$ cat src/hw/rtl/tcw_pkg.sv
// shared types and constants for the text console writer
// no dependencies; imported by tcw_cell_ram, tcw_sequencer and the top level
package tcw_pkg;

    localparam int CELL_W = 16;
    localparam int POS_W  = 11;

    // request codes
    localparam logic [1:0] REQ_PUT   = 2'd0;
    localparam logic [1:0] REQ_CLEAR = 2'd1;
    localparam logic [1:0] REQ_MARK  = 2'd2;
    localparam logic [1:0] REQ_READ  = 2'd3;

    // character codes with special handling
    localparam logic [7:0] CODE_BS    = 8'd8;
    localparam logic [7:0] CODE_TAB   = 8'd9;
    localparam logic [7:0] CODE_NL    = 8'd10;
    localparam logic [7:0] CODE_SPACE = 8'd32;

    localparam logic [7:0] RESET_ATTR = 8'h0F;

    typedef struct packed {
        logic wr_en;
        logic rd_en;
    } tcw_mem_ctl_t;

    typedef struct packed {
        logic [POS_W-1:0] cursor_pos;
        logic [7:0]       cell_char;
        logic [7:0]       cell_attr;
        logic             did_scroll;
    } tcw_result_t;

endpackage

$ cat src/hw/rtl/tcw_sequencer.sv
// request sequencer: cursor state and the sweep counter that drives fill and scroll passes
// depends on tcw_pkg; drives the cell memory port of tcw_cell_ram
module tcw_sequencer
    import tcw_pkg::*;
#(
    parameter int COLUMNS = 80,
    parameter int ROWS    = 25,
    parameter int AW      = 11
) (
    input  logic              aclk,
    input  logic              aresetn,
    input  logic              item_valid,
    output logic              item_ready,
    input  logic [1:0]        req_type,
    input  logic [7:0]        char_code,
    input  logic [4:0]        read_row,
    input  logic [6:0]        read_col,
    input  logic [7:0]        text_attribute,
    output logic              res_valid,
    input  logic              res_ready,
    output tcw_result_t       res,
    output tcw_mem_ctl_t      mem_ctl,
    output logic [AW-1:0]     wr_addr,
    output logic [CELL_W-1:0] wr_data,
    output logic [AW-1:0]     rd_addr,
    input  logic [CELL_W-1:0] rd_data
);

    localparam int CELLS = ROWS * COLUMNS;
    localparam int CW    = $clog2(COLUMNS);
    localparam int RW    = $clog2(ROWS);
    localparam int PW    = (AW > POS_W) ? AW : POS_W;

    localparam logic [CW-1:0] LAST_COL  = CW'(COLUMNS - 1);
    localparam logic [RW-1:0] LAST_ROW  = RW'(ROWS - 1);
    localparam logic [AW-1:0] LAST_CELL = AW'(CELLS - 1);
    localparam logic [AW-1:0] BOTTOM    = AW'(CELLS - COLUMNS);

    typedef enum logic [4:0] {
        S_IDLE   = 5'b00001,
        S_FILL   = 5'b00010,
        S_SCROLL = 5'b00100,
        S_BS_WR  = 5'b01000,
        S_DONE   = 5'b10000
    } state_t;

    state_t        state_reg, state_next;
    logic [AW-1:0] cnt_reg, cnt_next;
    logic [CW-1:0] col_reg, col_next;
    logic [RW-1:0] row_reg, row_next;
    logic [CW-1:0] limit_reg, limit_next;
    logic [7:0]    fill_attr_reg, fill_attr_next;
    logic          init_reg, init_next;
    logic          scrolled_reg, scrolled_next;
    logic          hit_reg, hit_next;

    logic          line_end;
    logic [AW-1:0] cur_addr;
    logic [PW-1:0] pos_full;
    logic [7:0]    put_char;

    function automatic logic [AW-1:0] cell_addr(logic [RW-1:0] r, logic [CW-1:0] c);
        return AW'(int'(r) * COLUMNS + int'(c));
    endfunction

    assign cur_addr   = cell_addr(row_reg, col_reg);
    assign pos_full   = PW'(int'(row_reg) * COLUMNS + int'(col_reg));
    assign put_char   = (char_code == CODE_TAB) ? CODE_SPACE : char_code;
    assign item_ready = (state_reg == S_IDLE);

    always_comb begin
        res.cursor_pos = pos_full[POS_W-1:0];
        res.cell_char  = hit_reg ? rd_data[7:0] : 8'h00;
        res.cell_attr  = hit_reg ? rd_data[15:8] : 8'h00;
        res.did_scroll = scrolled_reg;
    end

    always_comb begin
        state_next     = state_reg;
        cnt_next       = cnt_reg;
        col_next       = col_reg;
        row_next       = row_reg;
        limit_next     = limit_reg;
        fill_attr_next = fill_attr_reg;
        init_next      = init_reg;
        scrolled_next  = scrolled_reg;
        hit_next       = hit_reg;
        line_end       = 1'b0;
        mem_ctl        = '0;
        wr_addr        = cnt_reg;
        wr_data        = {fill_attr_reg, 8'h00};
        rd_addr        = cnt_reg;
        res_valid      = 1'b0;

        unique case (state_reg)
            S_IDLE: begin
                if (item_valid) begin
                    scrolled_next = 1'b0;
                    hit_next      = 1'b0;
                    state_next    = S_DONE;
                    unique case (req_type)
                        REQ_PUT: begin
                            if (char_code == CODE_NL) begin
                                line_end = 1'b1;
                            end else if (char_code == CODE_BS) begin
                                if (col_reg > limit_reg) begin
                                    col_next       = col_reg - CW'(1);
                                    mem_ctl.rd_en  = 1'b1;
                                    rd_addr        = cur_addr - AW'(1);
                                    cnt_next       = cur_addr - AW'(1);
                                    state_next     = S_BS_WR;
                                end
                            end else begin
                                mem_ctl.wr_en = 1'b1;
                                wr_addr       = cur_addr;
                                wr_data       = {text_attribute, put_char};
                                if (col_reg == LAST_COL) begin
                                    line_end = 1'b1;
                                end else begin
                                    col_next = col_reg + CW'(1);
                                end
                            end
                        end
                        REQ_CLEAR: begin
                            col_next       = '0;
                            row_next       = '0;
                            limit_next     = '0;
                            cnt_next       = '0;
                            fill_attr_next = text_attribute;
                            state_next     = S_FILL;
                        end
                        REQ_MARK: begin
                            limit_next = col_reg;
                        end
                        REQ_READ: begin
                            if (int'(read_row) < ROWS && int'(read_col) < COLUMNS) begin
                                mem_ctl.rd_en = 1'b1;
                                rd_addr       = cell_addr(RW'(read_row), CW'(read_col));
                                hit_next      = 1'b1;
                            end
                        end
                        default: begin
                            state_next = S_DONE;
                        end
                    endcase
                    // newline or wrap past the last column
                    if (line_end) begin
                        col_next   = '0;
                        limit_next = '0;
                        if (row_reg == LAST_ROW) begin
                            scrolled_next = 1'b1;
                            cnt_next      = '0;
                            state_next    = S_SCROLL;
                        end else begin
                            row_next = row_reg + RW'(1);
                        end
                    end
                end
            end
            S_FILL: begin
                mem_ctl.wr_en = 1'b1;
                if (cnt_reg == LAST_CELL) begin
                    init_next  = 1'b0;
                    state_next = init_reg ? S_IDLE : S_DONE;
                end else begin
                    cnt_next = cnt_reg + AW'(1);
                end
            end
            S_SCROLL: begin
                // read the cell one row below, write it in the following cycle
                if (cnt_reg != BOTTOM) begin
                    mem_ctl.rd_en = 1'b1;
                    rd_addr       = AW'(int'(cnt_reg) + COLUMNS);
                end
                if (cnt_reg != '0) begin
                    mem_ctl.wr_en = 1'b1;
                    wr_addr       = cnt_reg - AW'(1);
                    wr_data       = rd_data;
                end
                if (cnt_reg == BOTTOM) begin
                    fill_attr_next = text_attribute;
                    state_next     = S_FILL;
                end else begin
                    cnt_next = cnt_reg + AW'(1);
                end
            end
            S_BS_WR: begin
                mem_ctl.wr_en = 1'b1;
                wr_data       = {rd_data[15:8], 8'h00};
                state_next    = S_DONE;
            end
            S_DONE: begin
                res_valid = 1'b1;
                if (res_ready) begin
                    state_next = S_IDLE;
                end
            end
            default: begin
                state_next = S_IDLE;
            end
        endcase
    end

    always_ff @(posedge aclk) begin
        if (!aresetn) begin
            state_reg     <= S_FILL;
            cnt_reg       <= '0;
            col_reg       <= '0;
            row_reg       <= '0;
            limit_reg     <= '0;
            fill_attr_reg <= RESET_ATTR;
            init_reg      <= 1'b1;
            scrolled_reg  <= 1'b0;
            hit_reg       <= 1'b0;
        end else begin
            state_reg     <= state_next;
            cnt_reg       <= cnt_next;
            col_reg       <= col_next;
            row_reg       <= row_next;
            limit_reg     <= limit_next;
            fill_attr_reg <= fill_attr_next;
            init_reg      <= init_next;
            scrolled_reg  <= scrolled_next;
            hit_reg       <= hit_next;
        end
    end

endmodule

$ cat config.mk
export PLATFORM = sky130hd
export DESIGN_NAME = tcw_sequencer
export DESIGN_NICKNAME = d
export VERILOG_FILES = /design/src/hw/rtl/tcw_pkg.sv /design/src/hw/rtl/tcw_sequencer.sv
export SDC_FILE = /design/constraint.sdc
export NUM_CORES = 1
export LEC_CHECK = 0
export ABC_AREA = 1
export BUFFER_PORTS_ARGS = -buffer_cell sky130_fd_sc_hd__buf_2
export CORE_MARGIN = 1
export CORE_UTILIZATION = 45
export DETAILED_ROUTE_END_ITERATION = 10
export PLACE_DENSITY = 0.68
export RECOVER_POWER = 50
export SLEW_MARGIN = 20
export SYNTH_ARGS = -nofsm -noshare
export SYNTH_HDL_FRONTEND = slang
export SYNTH_SLANG_ARGS = --single-unit
$ cat constraint.sdc
create_clock -name aclk -period 3.5 [get_ports aclk]
set_input_delay 0.525 -clock aclk [delete_from_list [all_inputs] [get_ports aclk]]
set_output_delay 0.525 -clock aclk [all_outputs]
set_load 0.1 [all_outputs]
=== Yosys cells after proc, flatten, opt, wreduce, memory -nomap -nowiden ===
Cells that the tools add are included.

* Add/subtract/negate cells: 9
* Multipliers: 2
* $lt $le $gt $ge: 3
* Eq/ne operators: 26
* Mux-type cells: 79
* Reductions and logical operators: 15

{| class="wikitable"
|+ Operator list
! cell !! count
|-
| two-way mux 11 bit || 16
|-
| case mux 11 bit (2 select lines) || 4
|-
| two-way mux 16 bit || 5
|-
| two-way mux 5 bit || 13
|-
| two-way mux 8 bit || 6
|-
| case mux 16 bit (3 select lines) || 1
|-
| two-way mux 7 bit || 6
|-
| case mux 11 bit (3 select lines) || 1
|-
| case mux 7 bit (2 select lines) || 2
|-
| case mux 5 bit (5 select lines) || 1
|-
| equality test 8 x 4 -> 1 bit (second input constant) || 3
|-
| adder 11 x 7 -> 11 bit || 2
|-
| equality test 11 bit (second input constant) || 2
|-
| subtractor 11 x 1 -> 11 bit (second input constant) || 2
|-
| two-way mux 1 bit || 17
|-
| case mux 8 bit (2 select lines) || 1
|-
| multiplier 5 x 3 -> 7 bit (second input constant) || 2
|-
| != test 2 bit (second input constant) || 6
|-
| AND reduction 4 bit || 3
|-
| adder 11 x 1 -> 11 bit (second input constant) || 1
|-
| adder 11 x 7 -> 11 bit (second input constant) || 1
|-
| != test 11 bit (second input constant) || 1
|-
| nonzero test 11 bit || 1
|-
| equality test 5 bit (second input constant) || 2
|-
| 28 further kinds || 35
|}

* Register bits after elaboration: 46
* Input bits: 50
* Output and inout bits: 70
* Word-level logic and storage cells: 143

=== Depth between registers and ports, before layout ===
* Depth in word-level cells: 11
* Depth in mapped cells: 16
* Gate-level depth less buffers: 16

=== Worst setup path before layout ===
Ideal clock, no wire load.

* Path type: reg-to-output
* From: reg row_reg[1]
* To: out wr_addr[10]
* Arrival time: 3.885 ns
* Data required time: 2.975 ns
* Slack: -0.910 ns
* Cell stages (with the launch flop): 10
* Path buffers: 0
* Cells stage by stage: dfxtp_1 > ha_1 > ha_1 > fa_1 > nand2_1 > inv_1 > nand3_1 > nand3_1 > nand2_1 > o21ai_0

* Word-level cells in the longest chain between the ends: 7

{| class="wikitable"
|+ Ends and longest elaborated chain
! element !! line !! text
|-
| from (decl) || tcw_sequencer.sv:50 || <nowiki>logic [RW-1:0] row_reg, row_next;</nowiki>
|-
| from (signal assigned) || tcw_sequencer.sv:219 || <nowiki>row_reg <= row_next;</nowiki>
|-
| multiplier 5 x 3 -> 7 bit || tcw_sequencer.sv:63 || <nowiki>return AW'(int'(r) * COLUMNS + int'(c));</nowiki>
|-
| adder 11 x 7 -> 11 bit || tcw_sequencer.sv:63 ||
|-
| two-way mux 11 bit || tcw_sequencer.sv:105 || <nowiki>end else if (char_code == CODE_BS) begin</nowiki>
|-
| two-way mux 11 bit || tcw_sequencer.sv:103 || <nowiki>if (char_code == CODE_NL) begin</nowiki>
|-
| two-way mux 11 bit || tcw_sequencer.sv:101 || <nowiki>unique case (req_type)</nowiki>
|-
| two-way mux 11 bit || tcw_sequencer.sv:97 || <nowiki>if (item_valid) begin</nowiki>
|-
| case mux 11 bit (2 select lines) || tcw_sequencer.sv:95 || <nowiki>unique case (state_reg)</nowiki>
|-
| to (decl) || tcw_sequencer.sv:23 || <nowiki>output logic [AW-1:0] wr_addr,</nowiki>
|}

Every way passes these cells.

=== Worst setup path after layout ===
* From: reg row_reg[3]
* To: out rd_addr[10]

* Word-level cells in the longest chain between the ends: 9

{| class="wikitable"
|+ Ends and longest elaborated chain
! element !! line !! text
|-
| multiplier 5 x 3 -> 7 bit || tcw_sequencer.sv:63 ||
|-
| adder 11 x 7 -> 11 bit || tcw_sequencer.sv:63 ||
|-
| subtractor 11 x 1 -> 11 bit || tcw_sequencer.sv:109 || <nowiki>rd_addr = cur_addr - AW'(1);</nowiki>
|-
| two-way mux 11 bit || tcw_sequencer.sv:106 || <nowiki>if (col_reg > limit_reg) begin</nowiki>
|-
| two-way mux 11 bit || tcw_sequencer.sv:105 ||
|-
| two-way mux 11 bit || tcw_sequencer.sv:103 ||
|-
| case mux 11 bit (2 select lines) || tcw_sequencer.sv:101 ||
|-
| two-way mux 11 bit || tcw_sequencer.sv:97 ||
|-
| case mux 11 bit (2 select lines) || tcw_sequencer.sv:95 ||
|-
| to (decl) || tcw_sequencer.sv:25 || <nowiki>output logic [AW-1:0] rd_addr,</nowiki>
|}

Every way passes these cells.

==> flow_metrics.env <==
export IMPL_outcome="finished, violations left"
export IMPL_violations="DRC"
export IMPL_grt_pass1_vias=5801
export IMPL_hold_violations=0
export IMPL_chipWidth_um=111.8
export IMPL_ant_nets=0
export IMPL_layout_drive_gt1_share_pct=21.22
export IMPL_fin_crit_sh_pct=97.00
export IMPL_synthArstFlopShare_pct=0
export IMPL_nFillCells=1151
export IMPL_synth_top_area_share_pct=16.97
export IMPL_final_common_cell="nand2_1"
export IMPL_worstSkewPairLatency_ps=300
export IMPL_dp_hpwl_um=13350
export IMPL_crit_fanout=5
export IMPL_synth_ff_type="dfxtp_1"
export IMPL_swShare_pct=49.80
export IMPL_syn_inst=885
export IMPL_drt_iter0_drc=530
export IMPL_p_int_w=0.001445
export IMPL_ir_drop_v=0.0004225
export IMPL_io_buffers=119
export IMPL_fin_nets=1096
export IMPL_power_density_nw_per_um2=415.0
export IMPL_crit_top_cell="nand2_2"
export IMPL_rsz0062_at_grt="yes"
export IMPL_p_clk_share_pct=19.6
export IMPL_cts_buffers=5
export IMPL_die_y_um=111.8
export IMPL_netlist_area_um2=5428
export IMPL_cts_reportedPaths_clkPinSlew_ps=70
export IMPL_p_total_w=0.002879
export IMPL_worstMarginPinSlew_ps=1174
export IMPL_comb_power_share_pct=59.0
export IMPL_yosys_warnings=0
export IMPL_path_class="reg -> out"
export IMPL_slowest_delay_ps=520
export IMPL_grt_ovfl_total=0
export IMPL_syn_nets=983
export IMPL_cp_required_ps=2970
export IMPL_path_cells="ha_4 -> ha_4 -> fa_1 -> nand2_1 -> inv_2 -> nand2_2 -> nor2_2 -> nand3_1 -> nand2_2 -> clkinvlp_4 -> nand2_2 -> nand3_2 -> nand2_2 -> nand3_1 -> nand2_2 -> nand2_8 -> buf_12"
export IMPL_fin_setup_tns_ps=0
export IMPL_ys_seq_area_share_pct=16.97
export IMPL_worst_hold_slack_ps=447.5
export IMPL_drtPass1Iterations=8
export IMPL_synth_seq_cells=46
export IMPL_cap_violations=0
export IMPL_antenna_cells=0
export IMPL_viasPerCell=5.506
export IMPL_syn_avg_cell_area_um2=6.133
export IMPL_antenna_found_initial=0
export IMPL_p_leak_nw=3.310
export IMPL_clock_skew_final_ps=7.517
export IMPL_synth_edf_count=0
export IMPL_cts_root_buf="clkbuf_16"
export IMPL_place_gp_congestion=0.9415
export IMPL_grt_max_degree=30
export IMPL_yosys_cell_types_count=47
export IMPL_rows=39
export IMPL_drv_slew=0
export IMPL_dr_total_vias=6288
export IMPL_ios=120
export IMPL_post_route_util_pct=59.99
export IMPL_yosys_area_top_type="dfxtp_1"
export IMPL_min_period_ps=3395
export IMPL_start_kind="flop"
export IMPL_synth_area_top_cells="dfxtp_1 (17%), nand2_1 (15%), ha_1 (9.9%)"
export IMPL_cp_arrival_ps=2870
export IMPL_hold_path_class="in -> reg"
export IMPL_end_kind="primary output"
export IMPL_slew_headroom_pct=22.05
export IMPL_cts_sinks=46
export IMPL_cts_tree="yes"
export IMPL_syn_to_final_growth_pct=27.82
export IMPL_max_freq_ghz=0.2946
export IMPL_fp_dieArea_um2=12500
export IMPL_seqPwrFrac_pct=21.4
export IMPL_grt_pass1_wl_um=28350
export IMPL_p_switching_w=0.001434
export IMPL_wl_um=17280
export IMPL_cts_hold_buf=0
export IMPL_h_tree_depth=2
export IMPL_drc=19
export IMPL_critPathSlowestCell="fa_1"
export IMPL_core_area_um2=11560
export IMPL_avgRoutedWirePerCell_um=15.13
export IMPL_track_usage_pct=27.94
export IMPL_setup_viol=0
export IMPL_start_util_pct=46.93
export IMPL_layout_common_cells="nand2_1 (210), nand3_1 (101), inv_1 (96), a21oi_1 (76), buf_2 (63)"
export IMPL_largest_reg_flops=11
export IMPL_cts_max_path_buffers=2
-- area by class of cell --
class	count	area, µm²	area share [%]
clock buffers	6	128.9	1.858
clock inverters	2	37.54	0.5410
inverters	130	501.7	7.232
multi-input cells	672	3933	56.68
flip-flops and latches	46	935.9	13.49
well taps	143	178.9	2.579
repair buffers	143	1222	17.62
-- cells in the mapped netlist (10+ instances only) --
| cell type | n |
|---|---|
| nand2_1 | 218 |
| nand3_1 | 101 |
| inv_1 | 96 |
| a21oi_1 | 76 |
| o21ai_0 | 48 |
| dfxtp_1 | 46 |
| ha_1 | 43 |
| nor2_1 | 36 |
| inv_2 | 27 |
| o21ai_1 | 20 |
| o211ai_1 | 18 |
| xor2_1 | 17 |
| clkbuf_1 | 15 |
| nor3_1 | 12 |
| buf_4 | 11 |
| buf_2 | 10 |
-- per-stage QoR --
step           area, µm²  std cells  setup WS, ps
6_report            6938       1142         105.1
5_1_grt             6938       1142        -55.02
4_1_cts             6908       1138        -15.45
3_5_place_dp        6721       1130         89.40
3_3_place_gp        6721       1130         94.61
2_1_floorplan       5517        885        -634.0
-- cell families after synthesis --
family          after synthesis  synth area share (%)
fa+ha+maj                    48                 11.76
simple gates                405                 33.96
buf+inv                     167                 12.72
compound gates              194                 20.56
xor+xnor                     25                 4.034
flops                        46                 16.97
-- layer usage --
layer | routed length [µm] | track usage, % | vias to the layer above
met5 | 0 | 0 | -
met4 | 541 | 10.54 | 0
met3 | 1361 | 4.192 | 35
met2 | 7731 | 45.96 | 284
met1 | 7648 | 36.81 | 2810
li1 | - | - | 3159
-- path summary, 6_finish.rpt --
path / endpoint / slack [ps] / depth (start not counted) / from
max reg2reg: limit_reg[3] / 810 / 11 / state_reg[2]
min: fill_attr_reg[1] / 450 / 3 / text_attribute[1]
max: rd_addr[10] / 110 / 17 / row_reg[3]
min reg2reg: fill_attr_reg[5] / 460 / 2 / fill_attr_reg[5]
-- repair_timing --
action                     CTS  global route
gates resized for setup      8            18
pin swaps                    0             8
buffers inserted             0             4
setup endpoints to repair    3             7
-- worst max-delay path, delay by kind of cell (launching register included) --
kind	cells	cell delay [ps]
buf+inv	3	350
flops	1	370
fa+ha+maj	3	910
simple gates	11	930
-- power groups by stage --
stage	sequential [W]	combinational [W]	clock [W]
after global placement	0.000627	0.00168	0
after global routing	0.000622	0.00180	0.000584
final	0.000616	0.00170	0.000565
after CTS	0.000616	0.00169	0.000564
after detailed placement	0.000628	0.00168	0
after floorplan	0.000610	0.00117	0
Power figures use the tool's default switching activity.
